File: src/hdl/mm4_pkg.sv
// ----------------------------------------------------------------------------
// mm4_pkg
// Shared types, widths and microprogram for the 4x4 fixed-point matrix product.
// ----------------------------------------------------------------------------
package mm4_pkg;

    localparam int FRAC_BITS = 16;
    localparam int DATA_W    = 32;
    localparam int PROD_W    = 2 * DATA_W;
    localparam int TERM_W    = PROD_W - FRAC_BITS;   // shifted product fits here
    localparam int ACC_W     = TERM_W + 2;           // four terms summed
    localparam int STEP_W    = 3;

    typedef logic [STEP_W-1:0] step_t;

    // program addresses
    localparam step_t STEP_CLR  = 3'd0;
    localparam step_t STEP_RD   = 3'd1;
    localparam step_t STEP_MUL  = 3'd2;
    localparam step_t STEP_ACC  = 3'd3;
    localparam step_t STEP_EMIT = 3'd4;
    localparam step_t STEP_IDLE = 3'd5;

    typedef enum logic [1:0] {
        COND_NEXT,     // fall through
        COND_GO,       // jump on accepted word with go, else hold
        COND_K_LOOP,   // jump while more terms remain
        COND_EMIT      // hold until output free; jump unless last product
    } cond_t;

    typedef struct packed {
        logic  load;   // input port open
        logic  clr;    // clear accumulator and term count
        logic  rd;     // read both stores
        logic  mul;    // register the product
        logic  acc;    // accumulate shifted product, advance term
        logic  emit;   // load output register
        cond_t cond;
        step_t target;
    } ctrl_word_t;

    typedef struct packed {
        logic go_taken;
        logic k_last;
        logic p_last;
        logic out_free;
    } seq_status_t;

    function automatic ctrl_word_t ucode(input step_t step);
        ctrl_word_t w;
        w = '{load: 1'b0, clr: 1'b0, rd: 1'b0, mul: 1'b0, acc: 1'b0, emit: 1'b0,
              cond: COND_NEXT, target: STEP_IDLE};
        unique case (step)
            STEP_CLR:  w.clr  = 1'b1;
            STEP_RD:   w.rd   = 1'b1;
            STEP_MUL:  w.mul  = 1'b1;
            STEP_ACC:
            begin
                w.acc    = 1'b1;
                w.cond   = COND_K_LOOP;
                w.target = STEP_RD;
            end
            STEP_EMIT:
            begin
                w.emit   = 1'b1;
                w.cond   = COND_EMIT;
                w.target = STEP_CLR;
            end
            STEP_IDLE:
            begin
                w.load   = 1'b1;
                w.cond   = COND_GO;
                w.target = STEP_CLR;
            end
            default:
            begin
                w.cond   = COND_NEXT;
                w.target = STEP_IDLE;
            end
        endcase
        return w;
    endfunction

endpackage

File: src/hdl/matrix4x4_multiply.sv
// ----------------------------------------------------------------------------
// matrix4x4_multiply
// 4x4 signed fixed-point matrix product with element-wise loading.
// ----------------------------------------------------------------------------
// Each input word writes one element (element_index 0..15) of the left
// (matrix_select 0) or right (matrix_select 1) store. A word with go set
// is stored first; then the block emits 16 product words in index order
// p = i + 4*j, where product p = sum over k of left[4i+k] * right[j+4k].
// Every 64-bit partial product is shifted right arithmetically by FRAC_BITS
// (floor), the four terms are summed exactly and the sum saturates to 32
// bits. last_result marks the sixteenth word. No new input word is taken
// until the whole product has been handed to the output register. Each
// product word is built by a clear, then four rounds of store read,
// multiply and accumulate on the single 32x32 multiplier, then the output
// load, which waits for a free output register. Both stores must be fully
// written before the first go; unwritten entries give undefined results.
// ----------------------------------------------------------------------------
module matrix4x4_multiply
    import mm4_pkg::*;
(
    input  logic                     clk,
    input  logic                     rst_n,
    input  logic                     in_valid,
    output logic                     in_ready,
    input  logic                     matrix_select,
    input  logic [3:0]               element_index,
    input  logic signed [DATA_W-1:0] element_value,
    input  logic                     go,
    output logic                     out_valid,
    input  logic                     out_ready,
    output logic [3:0]               result_index,
    output logic signed [DATA_W-1:0] result_value,
    output logic                     last_result
);

    ctrl_word_t  ctrl;
    seq_status_t status;

    // element stores
    logic [DATA_W-1:0] left_mem  [16];
    logic [DATA_W-1:0] right_mem [16];

    logic signed [DATA_W-1:0] a_reg;
    logic signed [DATA_W-1:0] b_reg;
    logic signed [PROD_W-1:0] prod_reg;
    logic signed [ACC_W-1:0]  acc_reg;
    logic [1:0]               k_reg;
    logic [3:0]               p_reg;

    logic                     out_valid_reg;
    logic [3:0]               out_index_reg;
    logic signed [DATA_W-1:0] out_value_reg;
    logic                     out_last_reg;

    logic                     in_fire;
    logic                     out_free;
    logic                     emit_fire;
    logic [3:0]               left_addr;
    logic [3:0]               right_addr;
    logic signed [PROD_W-1:0] prod_shift;
    logic signed [TERM_W-1:0] term;
    logic signed [DATA_W-1:0] sat_value;

    localparam logic signed [ACC_W-1:0] SAT_MAX =
        ACC_W'(signed'({1'b0, {(DATA_W-1){1'b1}}}));
    localparam logic signed [ACC_W-1:0] SAT_MIN = -SAT_MAX - ACC_W'(1);

    assign in_ready  = ctrl.load;
    assign in_fire   = in_valid && in_ready;
    assign out_free  = !out_valid_reg || out_ready;
    assign emit_fire = ctrl.emit && out_free;

    assign status.go_taken = in_fire && go;
    assign status.k_last   = (k_reg == 2'd3);
    assign status.p_last   = (p_reg == 4'd15);
    assign status.out_free = out_free;

    mm4_seq u_seq
    (
        .clk    (clk),
        .rst_n  (rst_n),
        .status (status),
        .ctrl   (ctrl)
    );

    // p = i + 4j: left row i, right column j
    assign left_addr  = {p_reg[1:0], k_reg};
    assign right_addr = {k_reg, p_reg[3:2]};

    always_ff @(posedge clk)
    begin
        if (in_fire && !matrix_select)
        begin
            left_mem[element_index] <= element_value;
        end
        if (ctrl.rd)
        begin
            a_reg <= left_mem[left_addr];
        end
    end

    always_ff @(posedge clk)
    begin
        if (in_fire && matrix_select)
        begin
            right_mem[element_index] <= element_value;
        end
        if (ctrl.rd)
        begin
            b_reg <= right_mem[right_addr];
        end
    end

    // floor shift; result always fits TERM_W
    assign prod_shift = prod_reg >>> FRAC_BITS;
    assign term       = prod_shift[TERM_W-1:0];

    always_comb
    begin
        if (acc_reg > SAT_MAX)
        begin
            sat_value = {1'b0, {(DATA_W-1){1'b1}}};
        end
        else if (acc_reg < SAT_MIN)
        begin
            sat_value = {1'b1, {(DATA_W-1){1'b0}}};
        end
        else
        begin
            sat_value = acc_reg[DATA_W-1:0];
        end
    end

    // datapath payload
    always_ff @(posedge clk)
    begin
        if (ctrl.mul)
        begin
            prod_reg <= PROD_W'(a_reg) * PROD_W'(b_reg);
        end
        if (ctrl.clr)
        begin
            acc_reg <= '0;
        end
        else if (ctrl.acc)
        begin
            acc_reg <= acc_reg + ACC_W'(term);
        end
        if (emit_fire)
        begin
            out_index_reg <= p_reg;
            out_value_reg <= sat_value;
            out_last_reg  <= (p_reg == 4'd15);
        end
    end

    // loop counters and output valid
    always_ff @(posedge clk or negedge rst_n)
    begin
        if (!rst_n)
        begin
            k_reg         <= '0;
            p_reg         <= '0;
            out_valid_reg <= 1'b0;
        end
        else
        begin
            if (ctrl.clr)
            begin
                k_reg <= '0;
            end
            else if (ctrl.acc)
            begin
                k_reg <= k_reg + 2'd1;
            end
            if (emit_fire)
            begin
                p_reg <= p_reg + 4'd1;   // wraps to 0 after the last word
            end
            if (emit_fire)
            begin
                out_valid_reg <= 1'b1;
            end
            else if (out_ready)
            begin
                out_valid_reg <= 1'b0;
            end
        end
    end

    assign out_valid    = out_valid_reg;
    assign result_index = out_index_reg;
    assign result_value = out_value_reg;
    assign last_result  = out_last_reg;

endmodule

File: src/hdl/mm4_seq.sv
// ----------------------------------------------------------------------------
// mm4_seq
// Step counter and control store; sequences one product element at a time.
// ----------------------------------------------------------------------------
module mm4_seq
    import mm4_pkg::*;
(
    input  logic        clk,
    input  logic        rst_n,
    input  seq_status_t status,
    output ctrl_word_t  ctrl
);

    step_t step_reg;
    step_t step_next;

    assign ctrl = ucode(step_reg);

    always_comb
    begin
        step_next = step_reg;
        unique case (ctrl.cond)
            COND_NEXT:   step_next = step_reg + 3'd1;
            COND_GO:     step_next = status.go_taken ? ctrl.target : step_reg;
            COND_K_LOOP: step_next = status.k_last ? step_reg + 3'd1 : ctrl.target;
            COND_EMIT:
            begin
                if (status.out_free)
                begin
                    step_next = status.p_last ? step_reg + 3'd1 : ctrl.target;
                end
            end
            default:     step_next = STEP_IDLE;
        endcase
    end

    always_ff @(posedge clk or negedge rst_n)
    begin
        if (!rst_n)
        begin
            step_reg <= STEP_IDLE;
        end
        else
        begin
            step_reg <= step_next;
        end
    end

endmodule

File: config.mk
export PLATFORM = sky130hd
export DESIGN_NAME = matrix4x4_multiply
export DESIGN_NICKNAME = d
export VERILOG_FILES = /design/src/hdl/mm4_pkg.sv /design/src/hdl/matrix4x4_multiply.sv /design/src/hdl/mm4_seq.sv
export SDC_FILE = /design/constraint.sdc
export NUM_CORES = 2
export LEC_CHECK = 0
export BUFFER_PORTS_ARGS = -buffer_cell sky130_fd_sc_hd__buf_2
export CAP_MARGIN = 10
export CORE_MARGIN = 4
export CORE_UTILIZATION = 51
export DETAILED_ROUTE_END_ITERATION = 10
export GPL_ROUTABILITY_DRIVEN = 0
export PLACE_DENSITY_LB_ADDON = 0.08
export REMOVE_ABC_BUFFERS = 1
export SLEW_MARGIN = 10
export SYNTH_ARGS = -nofsm -noshare
export SYNTH_HDL_FRONTEND = slang
export SYNTH_SLANG_ARGS = --single-unit
File: constraint.sdc
create_clock -name clk -period 9.13 [get_ports clk]
set_input_delay 0.913 -clock clk [delete_from_list [all_inputs] [get_ports clk]]
set_output_delay 0.913 -clock clk [all_outputs]
set_load 0.03 [all_outputs]
# After elaboration in Yosys (flattened, before gate mapping)
# Memories as Yosys holds them, arrays and structs flattened. A register that Yosys moved wholly into a read port is not among the register bits.
# Cells that the tools add are included.
# totals
rom_bits,0
output_inout_bits,39
n_memories,2
wordCells,64
ram_bits,1024
register_bits,161
input_bits,42
latch_bits,0
# mem_list
name,depth,width,rd,rd_ports_with_merged_regs,write_ports,line,rtl
left_mem,16,32,1,1,1,matrix4x4_multiply.sv:40,logic [DATA_W-1:0] left_mem [16];
right_mem,16,32,1,1,1,matrix4x4_multiply.sv:41,logic [DATA_W-1:0] right_mem [16];
# classes
bitwise,0
n_mul,1
magnitude_cmp,2
n_eq_ne,12
shifts,0
div,0
n_reduce_logical,13
mux,21
n_addsub,4
# ops
op,n
32-bit by 32-bit multiplier with 64-bit output,1
50-bit by 48-bit adder with 50-bit output,1
50-bit by 32-bit > comparator with 1-bit output (second input constant),1
50-bit by 32-bit less-than comparator with 1-bit output (second input constant),1
32-bit two-way mux,1
5-bit case mux with 3 select lines,1
1-bit two-way mux,12
3-bit two-way mux,4
3-bit case mux with 4 select lines,1
2-bit equality test (second input constant),3
3-bit by 2-bit equality test with 1-bit output (second input constant),2
3-bit equality test (second input constant),2
1-bit logical AND,5
4-bit by 1-bit adder with 4-bit output (second input constant),1
4-bit equality test (second input constant),1
2-bit two-way mux,2
2-bit nonzero test,2
3-bit by 1-bit adder with 3-bit output (second input constant),1
3-bit by 1-bit equality test with 1-bit output (second input constant),1
3-bit logical NOT,1
2-bit by 1-bit adder with 2-bit output (second input constant),1
2-bit by 1-bit equality test with 1-bit output (second input constant),1
1-bit logical NOT,2
2-bit logical NOT,1
other kinds (4),4

# Longest topological paths before layout
# logic_depth
ltp_word,6
depth_mapped,28
mapped_depth_nobuf,27

# Modules after synthesis
# A second synthesis with hierarchy kept.
# hier_totals
cells_unflattened,6065
hier_area_um2,83661.5
# by_module_without_submodules
module,seq_area_each_um2,cells_each,n_inst,area_per_inst_um2
matrix4x4_multiply,36399.9,6027,1,83331.2
mm4_seq,77.6,38,1,330.3

# Least setup slack after synthesis
# OpenSTA, ideal clock, no wires.
# synth_path
path_kind,register to register
from,"reg b_reg[2], read port of right_mem"
to,"reg prod_reg[63], data pin"
path_stages_with_launch,27
period_less_slack_ps,7857
path_slack_ps,1273
setup_ps,262
path_buffers,1
required_time_ps,8868
arrival_ps,7595
path_cell_list,edfxtp_1 -> clkbuf_1 -> nand2_1 -> inv_1 -> fa_1 -> fa_1 -> fa_1 -> fa_1 -> inv_1 -> fa_1 -> inv_1 -> fa_1 -> inv_1 -> fa_1 -> inv_1 -> fa_1 -> ha_1 -> a21o_1 -> a21o_1 -> a21o_1 -> a21o_1 -> a21oi_1 -> o21ai_0 -> a21o_1 -> and2_1 -> a211oi_1 -> xnor2_1
# synth_between
elab_chain_cells,1
# synth_lines
element,line,rtl
from (decl),matrix4x4_multiply.sv:44,logic signed [DATA_W-1:0] b_reg;
32-bit by 32-bit multiplier with 64-bit output,matrix4x4_multiply.sv:139,prod_reg <= PROD_W'(a_reg) * PROD_W'(b_reg);
to (signal assigned),matrix4x4_multiply.sv:139,
to (decl),matrix4x4_multiply.sv:45,logic signed [PROD_W-1:0] prod_reg;
# Every way passes these cells.
# A chain may end at the register's enable or synchronous reset.

# Worst setup path after layout
# layout_path
from,"reg b_reg[8], read port of right_mem"
to,"reg prod_reg[40], data pin"
# The elaborated chain is that of the path after synthesis.

==> out/qor.yml <==
setup_path:
  worstSetupEndpoint: "prod_reg[40]"
  slowest_stage: "edfxtp_1"
  crit_path_end_kind: "flop"
  worst-r2r-cell-count: 26
  worstPathArrival_ns: 8.96
  path_buf_inv: 6
  r2r-start: "b_reg[8]"
  path_max_fanout: 24
  r2r_end: "prod_reg[40]"
  start_kind: "flop"
  worstSetupPathType: "flop to flop"
  cp.required_ns: 9.64
  crit_top_cell: "fa_1"
  worstSetupPathDepth: 26
  critPathLaunch: "b_reg[8]"
  r2r_slack_ns: 0.68
  cp_top_family: "adder cells"
  max_stage_delay_ns: 1.15
logic_synthesis:
  synth_cell_types: 87
  avgSynthCellArea_um2: 13.8
  ys.warnings.count: 0
  synthCells: 6078
  yosysSeqAreaShare_pct: 43.5
  ys_ff_latch: 1233
  synth_top_flop_cell: "edfxtp_1"
  synth_enable_flop_cells: 1173
  async_flop_share_pct: 0.811
  synth_area_um2: 83900
cells_and_area:
  stdcell_area_um2: 91700
  drive_gt1_share_pct: 13.1
  nNetsFinal: 7503
  syn2layout_area_growth_pct: 9.36
clocking:
  cts_htree_levels: 4
  clock_latency_ns: 0.80
  ctsRootBufferMaster: "clkbuf_16"
  cts.sinks: 1233
  cts_buffers: 132
  cts_buffer_depth: 3
  cts_resized: 0
  cts_tree: "yes"
  clkTransAtPathRegs_ns: 0.08
detailed_routing:
  avgViaCountPerCell: 5.57
  wirelength_mm: 205
  drt_iter0_drc: 3979
  vias: 46900
  wl_per_cell_um: 24.3
  ant_nets: 0
  drt_pass1_iterations: 5
  drc: 0
status:
  status: "finished clean"
global_routing:
  grt_max_degree: 102
  grt_antenna_before_repair: 12
  grt_pass1_wl_mm: 318
  grt_pass1_vias: 50400
  grt_usage_pct: 24.9
  overflow: 0
sta:
  hold_viol_final: 0
  slew_viol_final: 0
  whs_ns: 0.445
  max_slew_margin_pct: 18.3
  timing.final.crit_share_pct: 92.5
  finalSetupViolCount: 0
  fin_skew_ns: 0.0589
  fmax_mhz: 118
  period_needed_ns: 8.45
  worst_slew_pin_slew_ns: 1.23
  tns_ns: 0
  rsz0062_at_grt: "no"
placed_design:
  port_buffers: 80
  dpl_cell_area_um2: 87300
  hpwl_mm: 143
die:
  ios: 81
  start_util_pct: 51.4
  fp.dieH_um: 414
  dieArea_um2: 171000
  row_count: 148
  fp.dieW_um: 414
  core_um2: 163000
worst_hold_path:
  hp-start: "out_ready"
  hold_path_class: "input port to flop"
job:
  cap_violations: 0
what timing repair did:
item,4_1_cts,5_1_grt
hold buffers,1,0
buffers inserted,0,0
endpoints found under the hold margin,8,0
worst min path at each step:
stage | to | slack (ns) | depth (start not counted)
floorplan | acc_reg[46] | 0.46 | 2
global placement | result_index[1] | 0.47 | 0
detailed placement | result_index[1] | 0.47 | 0
CTS | out_valid | 0.38 | 3
global route | out_valid | 0.42 | 3
finish | out_valid | 0.44 | 3
worst register-to-register path: stages, from the launching register on:
cell      delay, ns
edfxtp_1       1.15
nand2_1        0.20
fa_1           0.59
inv_1          0.05
fa_1           0.43
fa_1           0.52
inv_1          0.06
fa_1           0.49
inv_1          0.07
fa_1           0.49
fa_1           0.50
fa_1           0.49
inv_1          0.05
fa_1           0.47
inv_1          0.04
ha_1           0.36
nand4_1        0.19
nor3_1         0.32
nand4_1        0.13
o21ai_1        0.14
buf_4          0.17
a21oi_1        0.17
o21ai_1        0.35
a21oi_1        0.18
o21bai_1       0.31
a21oi_1        0.13
xnor2_1        0.13
Yosys cell counts, types with 23 or more instances:
cell / count / area share [%]
nand3_1: 24 / 0.14
ha_1: 236 / 3.5
xnor2_1: 73 / 0.76
nor2_1: 185 / 0.83
mux4_2: 320 / 8.6
nand2_1: 549 / 2.5
and2_1: 520 / 3.9
xor2_1: 23 / 0.24
mux2i_1: 23 / 0.27
edfxtp_1: 1173 / 42
nor2b_1: 43 / 0.32
buf_1: 27 / 0.12
a21o_1: 50 / 0.45
clkbuf_1: 265 / 1.2
inv_1: 995 / 4.5
dfxtp_1: 50 / 1.2
a21oi_1: 110 / 0.66
fa_1: 1082 / 26
o21ai_0: 53 / 0.32
per-layer routing:
metal	part of all wire (%)	vias up	GRT usage (%)
met1	45	24900	37.2
li1	-	20300	-
met5	0.013	-	0
met2	46	1455	38.6
met3	7.4	209	4.93
met4	1.4	4	4.48
metrics by stage:
step                worst slack [ns]  utilization (%)  cells
floorplan                       1.11                -   5776
global placement               0.858             53.5   8183
detailed placement             0.687             53.5   8183
CTS                            0.691             56.2   8422
global route                   0.253             56.2   8422
finish                         0.681             56.2   8423
logic make-up (layout without fill, tap and decap cells):
kind of cell | count (synthesis) | after routing | synth area share [%]
flip-flops | 1233 | 1233 | 43.5
AND/OR/NAND/NOR | 1435 | 1435 | 8.54
other | 0 | 1 | 0
XOR/XNOR | 96 | 96 | 1.00
AO/OA/AOI/OAI | 354 | 354 | 2.90
multiplexers | 345 | 345 | 8.89
adder cells (fa/ha/maj) | 1318 | 1318 | 29.3
buffers and inverters | 1297 | 1466 | 5.82
cell type report:
class                           count  area (um2)
Fill cell                       13200       71400
Multi-Input combinational cell   3548       42800
Sequential cell                  1233       36500
Inverter                          995        3730
Clock buffer                      165        3440
Tap cell                         2175        2720
Timing Repair Buffer              233        1610
Clock inverter                     73         951
Antenna cell                        1        2.50
placed cells by master, fill, tap and decap left out, drive strengths merged, types with 10 or more instances in the layout:
| master | Yosys | routed |
|---|---|---|
| o211ai | 10 | 10 |
| clkinv | 0 | 58 |
| edfxtp | 1173 | 1173 |
| a31oi | 20 | 20 |
| xor2 | 23 | 23 |
| o21a | 17 | 17 |
| clkbuf | 266 | 165 |
| dfxtp | 50 | 50 |
| mux4 | 320 | 320 |
| nand3 | 25 | 25 |
| fa | 1082 | 1082 |
| a211oi | 22 | 22 |
| nor3 | 22 | 22 |
| nand2b | 20 | 20 |
| nor2b | 43 | 43 |
| mux2i | 23 | 23 |
| ha | 236 | 236 |
| and2 | 520 | 520 |
| buf | 36 | 232 |
| bufinv | 0 | 10 |
| nand2 | 549 | 549 |
| o21ai | 64 | 64 |
| and3 | 14 | 14 |
| nor2 | 186 | 186 |
| nand4 | 20 | 20 |
| inv | 995 | 997 |
| a21oi | 114 | 114 |
| a21o | 50 | 50 |
| xnor2 | 73 | 73 |
Power is not shown: default switching activity piles up to over one toggle a cycle in this logic, so the estimate is an artifact.
